$ cat config.mk
export PLATFORM = sky130hd
export DESIGN_NAME = slip_frame_codec
export DESIGN_NICKNAME = d
export VERILOG_FILES = /design/src/sv/slfc_pkg.sv /design/src/sv/slfc_cfg.sv /design/src/sv/slfc_core.sv /design/src/sv/slfc_queue.sv /design/src/sv/slip_frame_codec.sv
export SDC_FILE = /design/constraint.sdc
export NUM_CORES = 1
export LEC_CHECK = 0
export BUFFER_PORTS_ARGS = -buffer_cell sky130_fd_sc_hd__buf_2
export CAP_MARGIN = 40
export CORE_UTILIZATION = 56
export CTS_CLUSTER_SIZE = 30
export DETAILED_ROUTE_END_ITERATION = 8
export GPL_ROUTABILITY_DRIVEN = 0
export PLACE_DENSITY = 0.76
export SLEW_MARGIN = 10
export SYNTH_ARGS = -nofsm -noshare
export SYNTH_HDL_FRONTEND = slang
export SYNTH_SLANG_ARGS = --single-unit
$ cat constraint.sdc
create_clock -name clk -period 3.6 [get_ports clk]
set_input_delay 0.36 -clock clk [delete_from_list [all_inputs] [get_ports clk]]
set_output_delay 0.36 -clock clk [all_outputs]
set_load 0.01 [all_outputs]
$ cat src/sv/slfc_pkg.sv
// ----------------------------------------------------------------------------
// slfc_pkg
// Shared types and constants of the SLIP frame codec.
// ----------------------------------------------------------------------------
package slfc_pkg;

    // register indexes on the configuration port
    localparam logic [2:0] REG_DIRECTION   = 3'd0;
    localparam logic [2:0] REG_EXTENDED    = 3'd1;
    localparam logic [2:0] REG_END_CODE    = 3'd2;
    localparam logic [2:0] REG_ESC_CODE    = 3'd3;
    localparam logic [2:0] REG_END_ESC     = 3'd4;
    localparam logic [2:0] REG_ESC_ESC     = 3'd5;
    localparam logic [2:0] REG_DC1_ESC     = 3'd6;
    localparam logic [2:0] REG_DC3_ESC     = 3'd7;

    // frame phase codes
    localparam logic [2:0] PH_ENC_START = 3'd0;
    localparam logic [2:0] PH_WAIT      = 3'd1;
    localparam logic [2:0] PH_NORMAL    = 3'd2;
    localparam logic [2:0] PH_ESCAPE    = 3'd3;
    localparam logic [2:0] PH_DONE      = 3'd4;

    localparam logic [7:0] DC1_BYTE = 8'h11;
    localparam logic [7:0] DC3_BYTE = 8'h13;

    // most result beats one input beat can cause
    localparam int MAX_RESULTS = 3;

    typedef struct packed {
        logic       direction;
        logic       extended_set;
        logic [7:0] end_code;
        logic [7:0] escape_code;
        logic [7:0] end_escaped_code;
        logic [7:0] escape_escaped_code;
        logic [7:0] dc1_escaped_code;
        logic [7:0] dc3_escaped_code;
    } cfg_t;

    typedef struct packed {
        logic rearm;
        logic direction;
    } rearm_t;

    typedef struct packed {
        logic        byte_valid;
        logic [7:0]  out_byte;
        logic        frame_done;
        logic [15:0] byte_count;
        logic        last;
    } result_t;

endpackage

$ cat src/sv/slfc_cfg.sv
// ----------------------------------------------------------------------------
// slfc_cfg
// Configuration registers; flags a rearm when the direction is written.
// ----------------------------------------------------------------------------
module slfc_cfg
    import slfc_pkg::*;
(
    input  logic       clk,
    input  logic       rst_n,
    input  logic       cfg_write,
    input  logic [2:0] cfg_index,
    input  logic [7:0] cfg_data,
    output cfg_t       cfg,
    output rearm_t     rearm
);

    cfg_t cfg_reg;
    cfg_t cfg_next;

    always_comb
    begin
        cfg_next = cfg_reg;
        if (cfg_write)
        begin
            case (cfg_index)
                REG_DIRECTION: cfg_next.direction           = cfg_data[0];
                REG_EXTENDED:  cfg_next.extended_set        = cfg_data[0];
                REG_END_CODE:  cfg_next.end_code            = cfg_data;
                REG_ESC_CODE:  cfg_next.escape_code         = cfg_data;
                REG_END_ESC:   cfg_next.end_escaped_code    = cfg_data;
                REG_ESC_ESC:   cfg_next.escape_escaped_code = cfg_data;
                REG_DC1_ESC:   cfg_next.dc1_escaped_code    = cfg_data;
                REG_DC3_ESC:   cfg_next.dc3_escaped_code    = cfg_data;
                default:       cfg_next = cfg_reg;
            endcase
        end
    end

    always_ff @(posedge clk or negedge rst_n)
    begin
        if (!rst_n)
        begin
            cfg_reg.direction           <= 1'b0;
            cfg_reg.extended_set        <= 1'b0;
            cfg_reg.end_code            <= 8'hC0;
            cfg_reg.escape_code         <= 8'hDB;
            cfg_reg.end_escaped_code    <= 8'hDC;
            cfg_reg.escape_escaped_code <= 8'hDD;
            cfg_reg.dc1_escaped_code    <= 8'hDE;
            cfg_reg.dc3_escaped_code    <= 8'hDF;
        end
        else
        begin
            cfg_reg <= cfg_next;
        end
    end

    assign cfg             = cfg_reg;
    assign rearm.rearm     = cfg_write && (cfg_index == REG_DIRECTION);
    assign rearm.direction = cfg_data[0];

endmodule

$ cat src/sv/slfc_core.sv
// ----------------------------------------------------------------------------
// slfc_core
// Input register, frame state and the single-pass encode/decode logic that
// turns one beat into up to three result beats.
// ----------------------------------------------------------------------------
module slfc_core
    import slfc_pkg::*;
#(
    parameter int COUNT_WIDTH = 16
)
(
    input  logic       clk,
    input  logic       rst_n,
    input  cfg_t       cfg,
    input  rearm_t     rearm,
    input  logic       in_valid,
    output logic       in_ready,
    input  logic       command,
    input  logic [7:0] data_byte,
    input  logic       can_load,
    output logic       load,
    output result_t    res [MAX_RESULTS],
    output logic [1:0] res_count
);

    localparam int EW = (COUNT_WIDTH > 16) ? COUNT_WIDTH : 16;

    logic                   in_vld_reg;
    logic                   cmd_reg;
    logic [7:0]             byte_reg;
    logic [2:0]             phase_reg;
    logic [2:0]             phase_next;
    logic [COUNT_WIDTH-1:0] count_reg;
    logic [COUNT_WIDTH-1:0] count_next;
    logic                   fire;

    function automatic logic [COUNT_WIDTH-1:0] sat_add(
        input logic [COUNT_WIDTH-1:0] c,
        input logic [1:0]             inc
    );
        logic [COUNT_WIDTH:0] sum;
        sum = {1'b0, c} + (COUNT_WIDTH+1)'(inc);
        if (sum[COUNT_WIDTH])
            return {COUNT_WIDTH{1'b1}};
        return sum[COUNT_WIDTH-1:0];
    endfunction

    function automatic logic [15:0] report(input logic [COUNT_WIDTH-1:0] c);
        logic [EW-1:0] wide;
        wide = EW'(c);
        if (wide > EW'(16'hFFFF))
            return 16'hFFFF;
        return wide[15:0];
    endfunction

    assign fire     = in_vld_reg && can_load;
    assign in_ready = !in_vld_reg || can_load;
    assign load     = fire;

    always_comb
    begin
        logic [1:0] k;
        logic       start;
        logic       hit;
        logic [7:0] b;
        logic [7:0] prefix_free;
        logic       emit;

        k           = 2'd0;
        start       = 1'b0;
        hit         = 1'b0;
        b           = byte_reg;
        prefix_free = byte_reg;
        emit        = 1'b0;
        phase_next  = phase_reg;
        count_next  = count_reg;
        for (int i = 0; i < MAX_RESULTS; i++)
            res[i] = '0;

        if (cmd_reg)
        begin
            res[0].frame_done = 1'b1;
            res[0].last       = 1'b1;
            if (!cfg.direction)
            begin
                res[0].byte_valid = 1'b1;
                res[0].out_byte   = cfg.end_code;
                res[0].byte_count = report(sat_add(count_reg, 2'd1));
            end
            else
            begin
                res[0].byte_count = report(count_reg);
            end
            k          = 2'd1;
            phase_next = cfg.direction ? PH_WAIT : PH_ENC_START;
            count_next = '0;
        end
        else if (!cfg.direction)
        begin
            start = (phase_reg == PH_ENC_START);
            // escape table, first match wins
            if (byte_reg == cfg.end_code)
            begin
                hit = 1'b1;  prefix_free = cfg.end_escaped_code;
            end
            else if (byte_reg == cfg.escape_code)
            begin
                hit = 1'b1;  prefix_free = cfg.escape_escaped_code;
            end
            else if (cfg.extended_set && byte_reg == DC1_BYTE)
            begin
                hit = 1'b1;  prefix_free = cfg.dc1_escaped_code;
            end
            else if (cfg.extended_set && byte_reg == DC3_BYTE)
            begin
                hit = 1'b1;  prefix_free = cfg.dc3_escaped_code;
            end

            if (start)
            begin
                res[k].byte_valid = 1'b1;
                res[k].out_byte   = cfg.end_code;
                k                 = k + 2'd1;
                phase_next        = PH_NORMAL;
            end
            if (hit)
            begin
                res[k].byte_valid = 1'b1;
                res[k].out_byte   = cfg.escape_code;
                k                 = k + 2'd1;
            end
            res[k].byte_valid = 1'b1;
            res[k].out_byte   = prefix_free;
            res[k].last       = 1'b1;
            k                 = k + 2'd1;
            count_next = sat_add(start ? '0 : count_reg, k);
        end
        else
        begin
            case (phase_reg)
                PH_NORMAL:
                begin
                    if (byte_reg == cfg.end_code)
                    begin
                        // empty frames are dropped
                        if (count_reg != '0)
                            phase_next = PH_DONE;
                    end
                    else if (byte_reg == cfg.escape_code)
                        phase_next = PH_ESCAPE;
                    else
                        emit = 1'b1;
                end
                PH_ESCAPE:
                begin
                    emit = 1'b1;
                    // unknown code passes through and the escape phase stays
                    if (byte_reg == cfg.end_escaped_code)
                    begin
                        b = cfg.end_code;     phase_next = PH_NORMAL;
                    end
                    else if (byte_reg == cfg.escape_escaped_code)
                    begin
                        b = cfg.escape_code;  phase_next = PH_NORMAL;
                    end
                    else if (cfg.extended_set && byte_reg == cfg.dc1_escaped_code)
                    begin
                        b = DC1_BYTE;         phase_next = PH_NORMAL;
                    end
                    else if (cfg.extended_set && byte_reg == cfg.dc3_escaped_code)
                    begin
                        b = DC3_BYTE;         phase_next = PH_NORMAL;
                    end
                end
                PH_WAIT, PH_ENC_START:
                begin
                    if (byte_reg == cfg.end_code)
                    begin
                        phase_next = PH_NORMAL;
                        count_next = '0;
                    end
                end
                default:
                begin
                    phase_next = phase_reg;
                end
            endcase
            if (emit)
            begin
                res[0].byte_valid = 1'b1;
                res[0].out_byte   = b;
                res[0].last       = 1'b1;
                k                 = 2'd1;
                count_next        = sat_add(count_reg, 2'd1);
            end
        end
        res_count = k;
    end

    always_ff @(posedge clk or negedge rst_n)
    begin
        if (!rst_n)
        begin
            in_vld_reg <= 1'b0;
            phase_reg  <= PH_ENC_START;
            count_reg  <= '0;
        end
        else
        begin
            if (in_ready)
                in_vld_reg <= in_valid;
            if (rearm.rearm)
            begin
                phase_reg <= rearm.direction ? PH_WAIT : PH_ENC_START;
                count_reg <= '0;
            end
            else if (fire)
            begin
                phase_reg <= phase_next;
                count_reg <= count_next;
            end
        end
    end

    always_ff @(posedge clk)
    begin
        if (in_valid && in_ready)
        begin
            cmd_reg  <= command;
            byte_reg <= data_byte;
        end
    end

endmodule

$ cat src/sv/slfc_queue.sv
// ----------------------------------------------------------------------------
// slfc_queue
// Result register: holds the beats of one item and hands them out in order.
// ----------------------------------------------------------------------------
module slfc_queue
    import slfc_pkg::*;
(
    input  logic        clk,
    input  logic        rst_n,
    input  logic        load,
    input  result_t     res [MAX_RESULTS],
    input  logic [1:0]  res_count,
    output logic        can_load,
    output logic        out_valid,
    input  logic        out_ready,
    output logic        byte_valid,
    output logic [7:0]  out_byte,
    output logic        frame_done,
    output logic [15:0] byte_count,
    output logic        last
);

    result_t    slot_reg [MAX_RESULTS];
    logic [1:0] cnt_reg;
    logic       pop;

    assign out_valid = (cnt_reg != 2'd0);
    assign pop       = out_valid && out_ready;
    // a new item may land once the head beat is the last one and leaves now
    assign can_load  = (cnt_reg == 2'd0) || (cnt_reg == 2'd1 && pop);

    always_ff @(posedge clk or negedge rst_n)
    begin
        if (!rst_n)
            cnt_reg <= 2'd0;
        else if (load)
            cnt_reg <= res_count;
        else if (pop)
            cnt_reg <= cnt_reg - 2'd1;
    end

    always_ff @(posedge clk)
    begin
        if (load)
        begin
            for (int i = 0; i < MAX_RESULTS; i++)
                slot_reg[i] <= res[i];
        end
        else if (pop)
        begin
            for (int i = 0; i < MAX_RESULTS - 1; i++)
                slot_reg[i] <= slot_reg[i+1];
        end
    end

    assign byte_valid = slot_reg[0].byte_valid;
    assign out_byte   = slot_reg[0].out_byte;
    assign frame_done = slot_reg[0].frame_done;
    assign byte_count = slot_reg[0].byte_count;
    assign last       = slot_reg[0].last;

endmodule

$ cat src/sv/slip_frame_codec.sv
// ----------------------------------------------------------------------------
// slip_frame_codec
// SLIP framer and deframer, one data byte or end command per input beat.
// ----------------------------------------------------------------------------
// Input channel (in_valid/in_ready): command and data_byte. Output channel
// (out_valid/out_ready): one result beat each, last marks the final beat
// caused by an input beat. An input beat causes zero to three result beats.
// A beat is registered in the input register, then processed combinationally
// into the result register once it can take it, which drives the outputs.
// Throughput: one input beat per cycle while it causes at most one result
// and the receiver is ready; otherwise input waits while the single output
// register drains its beats one per cycle (escaped bytes in encode cause two
// beats, the first byte of a frame with an escape three). A stalled receiver
// holds the current result beat; one further input beat is taken into the
// input register and waits there. Reset clears both channels, loads the
// default codes and arms encode mode with an empty frame count. Configuration
// writes take effect at once and are to be made by the user only while the
// block is idle (not enforced); writing the direction rearms it.
// ----------------------------------------------------------------------------
module slip_frame_codec
    import slfc_pkg::*;
#(
    parameter int COUNT_WIDTH = 16
)
(
    input  logic        clk,
    input  logic        rst_n,
    input  logic        cfg_write,
    input  logic [2:0]  cfg_index,
    input  logic [7:0]  cfg_data,
    input  logic        in_valid,
    output logic        in_ready,
    input  logic        command,
    input  logic [7:0]  data_byte,
    output logic        out_valid,
    input  logic        out_ready,
    output logic        byte_valid,
    output logic [7:0]  out_byte,
    output logic        frame_done,
    output logic [15:0] byte_count,
    output logic        last
);

    cfg_t       cfg;
    rearm_t     rearm;
    logic       can_load;
    logic       load;
    result_t    res [MAX_RESULTS];
    logic [1:0] res_count;

    slfc_cfg u_cfg (
        .clk       (clk),
        .rst_n     (rst_n),
        .cfg_write (cfg_write),
        .cfg_index (cfg_index),
        .cfg_data  (cfg_data),
        .cfg       (cfg),
        .rearm     (rearm)
    );

    slfc_core #(
        .COUNT_WIDTH (COUNT_WIDTH)
    ) u_core (
        .clk       (clk),
        .rst_n     (rst_n),
        .cfg       (cfg),
        .rearm     (rearm),
        .in_valid  (in_valid),
        .in_ready  (in_ready),
        .command   (command),
        .data_byte (data_byte),
        .can_load  (can_load),
        .load      (load),
        .res       (res),
        .res_count (res_count)
    );

    slfc_queue u_queue (
        .clk        (clk),
        .rst_n      (rst_n),
        .load       (load),
        .res        (res),
        .res_count  (res_count),
        .can_load   (can_load),
        .out_valid  (out_valid),
        .out_ready  (out_ready),
        .byte_valid (byte_valid),
        .out_byte   (out_byte),
        .frame_done (frame_done),
        .byte_count (byte_count),
        .last       (last)
    );

endmodule

# Yosys cells after proc, flatten, opt, wreduce, memory -nomap -nowiden
# Memory sizes are Yosys's and may differ from the RTL's.
# Index checks and enable logic that the tools add are counted.
dict set report op_classes {
  n_addsub 5
  n_mul 0
  n_div 0
  n_lt_le_gt_ge 6
  eq_ne 26
  n_shift 0
  muxes 121
  bitwise_logic 4
  n_reduce_logical 33
}
# operator n
set op_table {}
lappend op_table {{81-bit bitwise mux} 5}
lappend op_table {{16-bit 2-to-1 mux} 20}
lappend op_table {{27-bit demux with 2-bit select} 5}
lappend op_table {{81-bit 2-to-1 mux} 3}
lappend op_table {{27-bit 2-to-1 mux} 5}
lappend op_table {{54-bit 2-to-1 mux} 2}
lappend op_table {{8-bit 2-to-1 mux} 11}
lappend op_table {{9-bit 2-to-1 mux} 6}
lappend op_table {{26-bit 2-to-1 mux} 2}
lappend op_table {{8-bit equality test} 6}
lappend op_table {{3-bit 2-to-1 mux} 13}
lappend op_table {{1-bit 2-to-1 mux} 37}
lappend op_table {{16-bit greater-than comparator (second input constant)} 2}
lappend op_table {{2-bit 2-to-1 mux} 9}
lappend op_table {{16-bit by 1-bit adder with 17-bit output (second input constant)} 1}
lappend op_table {{16-bit by 2-bit adder with 17-bit output} 1}
lappend op_table {{17-bit 2-to-1 mux} 1}
lappend op_table {{8-bit by 5-bit equality test with 1-bit output (second input constant)} 2}
lappend op_table {{2-bit AND reduction} 8}
lappend op_table {{16-bit nonzero test} 1}
lappend op_table {{3-bit by 2-bit equality test with 1-bit output (second input constant)} 4}
lappend op_table {{3-bit equality test (second input constant)} 4}
lappend op_table {{1-bit logical AND} 11}
lappend op_table {{5-bit by 2-bit inequality test with 1-bit output (second input constant)} 2}
lappend op_table {{other kinds (24)} 34}
dict set report totals {
  ff_bits 81
  latch_bits 0
  ram_bits 81
  mem_bits_ro 0
  elab_cells 210
  memories 1
}
# name depth word_bits rd rd_clocked_by_memory_dff write_ports line_no
set memory_table {}
lappend memory_table {u_queue.slot_reg 3 27 3 0 3 slfc_queue.sv:23} ;# result_t slot_reg [MAX_RESULTS];

# Depth between registers and ports, before layout
dict set report logic_depth {
  depth_word 22
  ltp_mapped 19
  depth_no_buf 16
}

# Cells and area by module
# A second synthesis with hierarchy kept.
dict set report unflattened {
  hier_cells 937
  area_unflattened_um2 10390.0
}
# mod n_inst cells_per_inst area_each_um2 seq_area_each_um2
set modules_own_cells {}
lappend modules_own_cells {slfc_core 1 638 4590.7 770.7}
lappend modules_own_cells {slfc_queue 1 184 3688.5 2482.4}
lappend modules_own_cells {slfc_cfg 1 115 2110.8 1291.2}

# Least setup slack after synthesis
# No wires, ideal clock.
dict set report synth_path {
  path_kind {register to register}
  start {register u_core.byte_reg[5]}
  end {register u_core.count_reg[2]}
  setup_ps 83
  t_arrival_ps 3669
  t_required_ps 3517
  path_slack_ps -151
  stages_incl_launch_ff 20
  synth_period_minus_slack_ps 3751
  cell_sequence {edfxtp_1 > buf_6 > xor2_1 > nor4_4 > nand2_2 > buf_2 > nand3b_1 > inv_1 > ha_1 > inv_1 > ha_1 > fa_1 > nand3_1 > nor2_1 > nand4_1 > or3_1 > buf_1 > a21oi_1 > a21oi_1 > o21ai_0}
}
dict set report synth_via {
  elab_chain_cells 21
  elab_cells_between_ends 34
  classes_between {add/sub: 2; eq/ne: 6; mux: 23; reduce/logical: 3}
}
# item line_no
set synth_rtl {}
lappend synth_rtl {{start: declaration} slfc_core.sv:30} ;# logic [7:0] byte_reg;
lappend synth_rtl {{start signal: assignment} slfc_core.sv:230} ;# byte_reg <= data_byte;
lappend synth_rtl {{8-bit by 5-bit equality test with 1-bit output} slfc_core.sv:114} ;# else if (cfg.extended_set && byte_reg == DC3_BYTE)
lappend synth_rtl {{1-bit logical AND} slfc_core.sv:114}
lappend synth_rtl {{1-bit 2-to-1 mux} slfc_core.sv:114}
lappend synth_rtl {{1-bit 2-to-1 mux} slfc_core.sv:110} ;# else if (cfg.extended_set && byte_reg == DC1_BYTE)
lappend synth_rtl {{1-bit 2-to-1 mux} slfc_core.sv:106} ;# else if (byte_reg == cfg.escape_code)
lappend synth_rtl {{1-bit 2-to-1 mux} slfc_core.sv:102} ;# if (byte_reg == cfg.end_code)
lappend synth_rtl {{1-bit 2-to-1 mux} slfc_core.sv:98} ;# else if (!cfg.direction)
lappend synth_rtl {{1-bit 2-to-1 mux} slfc_core.sv:80} ;# if (cmd_reg)
lappend synth_rtl {{[... 5 more ...]} n/a}
lappend synth_rtl {{1-bit 2-to-1 mux} slfc_core.sv:43} ;# if (sum[COUNT_WIDTH])
lappend synth_rtl {{1-bit 2-to-1 mux} slfc_core.sv:98}
lappend synth_rtl {{1-bit 2-to-1 mux} slfc_core.sv:80}
lappend synth_rtl {{16-bit 2-to-1 mux} slfc_core.sv:45} ;# return sum[COUNT_WIDTH-1:0];
lappend synth_rtl {{16-bit 2-to-1 mux} slfc_core.sv:98}
lappend synth_rtl {{16-bit 2-to-1 mux} slfc_core.sv:80}
lappend synth_rtl {{16-bit 2-to-1 mux} slfc_core.sv:217} ;# else if (fire)
lappend synth_rtl {{16-bit 2-to-1 mux} slfc_core.sv:212} ;# if (rearm.rearm)
lappend synth_rtl {{end signal: assignment} slfc_core.sv:220} ;# count_reg <= count_next;
lappend synth_rtl {{end: declaration} slfc_core.sv:33} ;# logic [COUNT_WIDTH-1:0] count_reg;
# Parallel ways exist; a longest one is shown, timed or not. The select of a mux whose other input is x is not followed.
# A chain may end at the register's enable or synchronous reset.

# Final worst setup path
dict set report layout_path {
  start {register u_core.byte_reg[1]}
  end {register u_core.count_reg[10]}
}
# Same word-level chain as after synthesis.

==> run_results.csv <==
group,metric,value,unit
timing,whs,-0.0008865,ns
timing,hold_viol,3,
route,drtIter0Drc,701,
logic_synthesis,synth.ff_latch_count,127,
logic_synthesis,ys.flop_type,"edfxtp_1",
cts,clock-sinks,127,
place,dpl.hpwl,14630,µm
logic_synthesis,synth-seq-area-share,43.74,%
logic_synthesis,synth_compound_area_share,14.70,%
logic_synthesis,synth-async-reset-ratio,56.69,%
setup_path,crit_path_start_kind,"flop",
timing,relSlewSlack,39.80,%
power_and_ir_drop,clockPowerShare,27.8,%
setup_path,crit_arrival,3.87,ns
global_route,grt_pass1_wl,33040,µm
logic_synthesis,yosys.area_share.simple,16.45,%
cells_and_area,seq_area,0.003493,mm²
logic_synthesis,syn_avg_cell_area,9.996,µm²
cells_and_area,final_cell_mix,"nand2_1 (68), mux2_2 (56), nor2_1 (55), edfxtp_1 (55), buf_2 (53)",
cts,root_buffer,"clkbuf_16",
power_and_ir_drop,comb_power_share,35.4,%
cells_and_area,fin_nets,868,
place,port_buffers,53,
logic_synthesis,yosys-mux-area-fraction,9.055,%
global_route,grt_usage,29.60,%
cells_and_area,synthToLayoutAreaGrowth,13.33,%
global_route,grt_max_degree,37,
timing,setup_viol,0,
cells_and_area,multiInputGateArea,0.004020,mm²
setup_path,criticalPathCategory,"flop to flop",
timing,fin_crit,3.554,ns
floorplanning,die_area,0.01474,mm²
setup_path,end_kind,"flop",
place,place_area,0.008328,mm²
cts,cts_buffers,17,
hold_path,min_path_type,"input port to async pin",
logic_synthesis,synth_xor_area_share,7.567,%
power_and_ir_drop,internal-power,4.152,mW
power_and_ir_drop,swShare,36.49,%
global_route,antenna_found_initial,0,
run_status,status,"finished with violations",
timing,fmax,0.2814,GHz
route,drc,0,
power_and_ir_drop,power.leakage,3.596,nW
logic_synthesis,synth_edf_count,55,
floorplanning,start_util,57.54,%
logic_synthesis,synth_top_family_by_area,"simple AND/OR/NAND/NOR gates",
floorplanning,ioPinCount,54,
floorplanning,row_count,43,
logic_synthesis,netlist_area,0.007986,mm²
logic_synthesis,synth_cells,799,
cts,worstSkewPairLatency,0.43,ns
floorplanning,dieWidth,121.4,µm
timing,clock_skew,0.01106,ns
cells_and_area,diodes,0,
cts,clkTransAtPathRegs,0.06,ns
global_route,gr-total-overflow,0,
logic_synthesis,yosys.area_share.adder,1.661,%
global_route,grt_pass1_vias,6189,
power_and_ir_drop,p_per_area,722.3,mW/mm²
power_and_ir_drop,peakVddDrop,0.4140,mV
logic_synthesis,synth_nets,834,
route,ant_nets,0,
route,via_count,6596,
floorplanning,die_h,121.4,µm
cells_and_area,final_common_cell,"nand2_1",
logic_synthesis,yosys_warnings,0,
cells_and_area,num-fill-cells,1066,
logic_synthesis,synth_cell_type_count,70,
timing,setup_tns,0,ns
setup_path,required,3.91,ns
route,drtPass1Iterations,5,
power_and_ir_drop,netSwitchingPower,2.386,mW
run,max_cap_viol_count,0,
cts,cts_tree,"yes",
cts,clock_path_buffers,2,
route,wl_per_cell,20.19,µm
timing,worst_pin_slew,0.9001,ns
cts,ctsHtreeMaxLevel,4,
route,routed_wl,20720,µm
cells_and_area,fin_area,0.009051,mm²
run_status,failed_checks,"hold timing",
cts,cts-hold-fix-buffers,0,
route,vias_per_cell,6.429,
cells_and_area,drive_above_1_share,29.79,%
power_and_ir_drop,power_frac_seq,36.8,%
cells_and_area,largest_reg_flops,50,
setup_path,cp_max_fo,4,
floorplanning,core-area,0.01388,mm²
timing,report.final.slew_viol_count,0,
timing,min_period_over_period,98.73,%
cells by family after synthesis:
family,count (synthesis)
XOR/XNOR,69
flip-flops,127
adder cells (fa/ha/maj),10
multiplexers,65
AO/OA/AOI/OAI,175
AND/OR/NAND/NOR,252
buffers and inverters,101
Yosys cell counts, types with 5 or more instances:
cell | n | area [µm²]
o211ai_1 | 6 | 45.04
ha_1 | 9 | 112.6
nand3_1 | 21 | 105.1
o21ai_2 | 10 | 87.58
clkbuf_1 | 30 | 112.6
xor2_1 | 43 | 376.6
dfstp_2 | 32 | 840.8
or4_1 | 7 | 52.55
nor2_1 | 56 | 210.2
a31oi_1 | 11 | 68.82
and3_1 | 13 | 81.33
buf_4 | 29 | 217.7
a221oi_1 | 15 | 131.4
dfrtp_1 | 40 | 1001
nor4_1 | 14 | 87.58
a311oi_1 | 5 | 43.79
o21ai_0 | 37 | 185.2
nand2_1 | 69 | 259.0
buf_2 | 13 | 65.06
nand2b_1 | 9 | 56.30
edfxtp_1 | 55 | 1652
inv_1 | 21 | 78.83
nor3_1 | 19 | 95.09
mux2_2 | 56 | 630.6
a21oi_1 | 46 | 230.2
nand4_1 | 9 | 56.30
xnor2_1 | 26 | 227.7
mux2i_1 | 7 | 70.07
o22ai_1 | 5 | 31.28
a22oi_1 | 8 | 60.06
what timing repair did:
action                                  CTS  global route
buffers inserted                          0             5
pin swaps                                 0             9
gates resized for setup                   1            11
endpoints found under the setup margin    3            15
cell type report:
type	instances	share of cell area [%]
Timing Repair Buffer	95	6.718
Tap cell	180	2.488
Sequential cell	127	38.60
Clock inverter	13	1.894
Clock buffer	19	5.018
Multi-Input combinational cell	571	44.42
Inverter	21	0.8709
per-layer routing:
metal	vias to the layer above	share of wire [%]	GRT usage (%)
met5	-	0	0
met4	0	1.8	10.11
met3	43	10	8.694
met2	383	44	42.05
met1	3208	44	42.73
li1	2962	-	-
critical path, stage by stage (launching register included):
cell	delay, ns
edfxtp_1	0.50
xor2_1	0.23
nor4_4	0.37
nand2_2	0.10
nand3b_1	0.13
inv_2	0.07
ha_4	0.23
inv_1	0.05
ha_2	0.19
fa_2	0.26
nand3_4	0.09
nor4_1	0.61
xor2_1	0.14
a21oi_1	0.19
a2bb2oi_1	0.20
o21ai_2	0.06
per-stage QoR:
stage,worst slack [ns],std cells,total power [mW],hold WS [ns],utilization (%)
2_1_floorplan,0.01455,799,4.012,0.06441,-
3_3_place_gp,0.1652,988,4.531,0.4509,59.80
3_5_place_dp,0.002306,989,4.642,0.4653,60.00
4_1_cts,0.04318,1021,6.473,0.01845,64.54
5_1_grt,-0.04552,1026,6.848,0.04364,65.21
6_report,0.04579,1026,6.538,-0.0008865,65.21
power groups by stage:
stage | Sequential (mW) | Combinational (mW) | Clock, mW
after floorplan | 2.30 | 1.71 | 0
after global placement | 2.40 | 2.13 | 0
after detailed placement | 2.41 | 2.23 | 0
after CTS | 2.39 | 2.25 | 1.83
after global routing | 2.45 | 2.51 | 1.89
final | 2.41 | 2.32 | 1.82
path summary, 6_finish.rpt:
check | start | end | slack [ns] | cells after the start
min in group clk | data_byte[1] | u_core.byte_reg[1] | 0.10 | 1
hold reg to reg | u_queue.slot_reg[1][0] | u_queue.slot_reg[0][27] | 0.55 | 2
hold / removal | rst_n | u_core.in_vld_reg | -0.0009 | 1
setup reg to reg | u_core.byte_reg[1] | u_core.count_reg[10] | 0.05 | 15
max in group asynchronous | rst_n | u_cfg.cfg[31] | 2.76 | 2
setup / recovery | u_core.byte_reg[1] | u_core.count_reg[10] | 0.05 | 15
No activity file was read; power rests on OpenSTA's default activity.
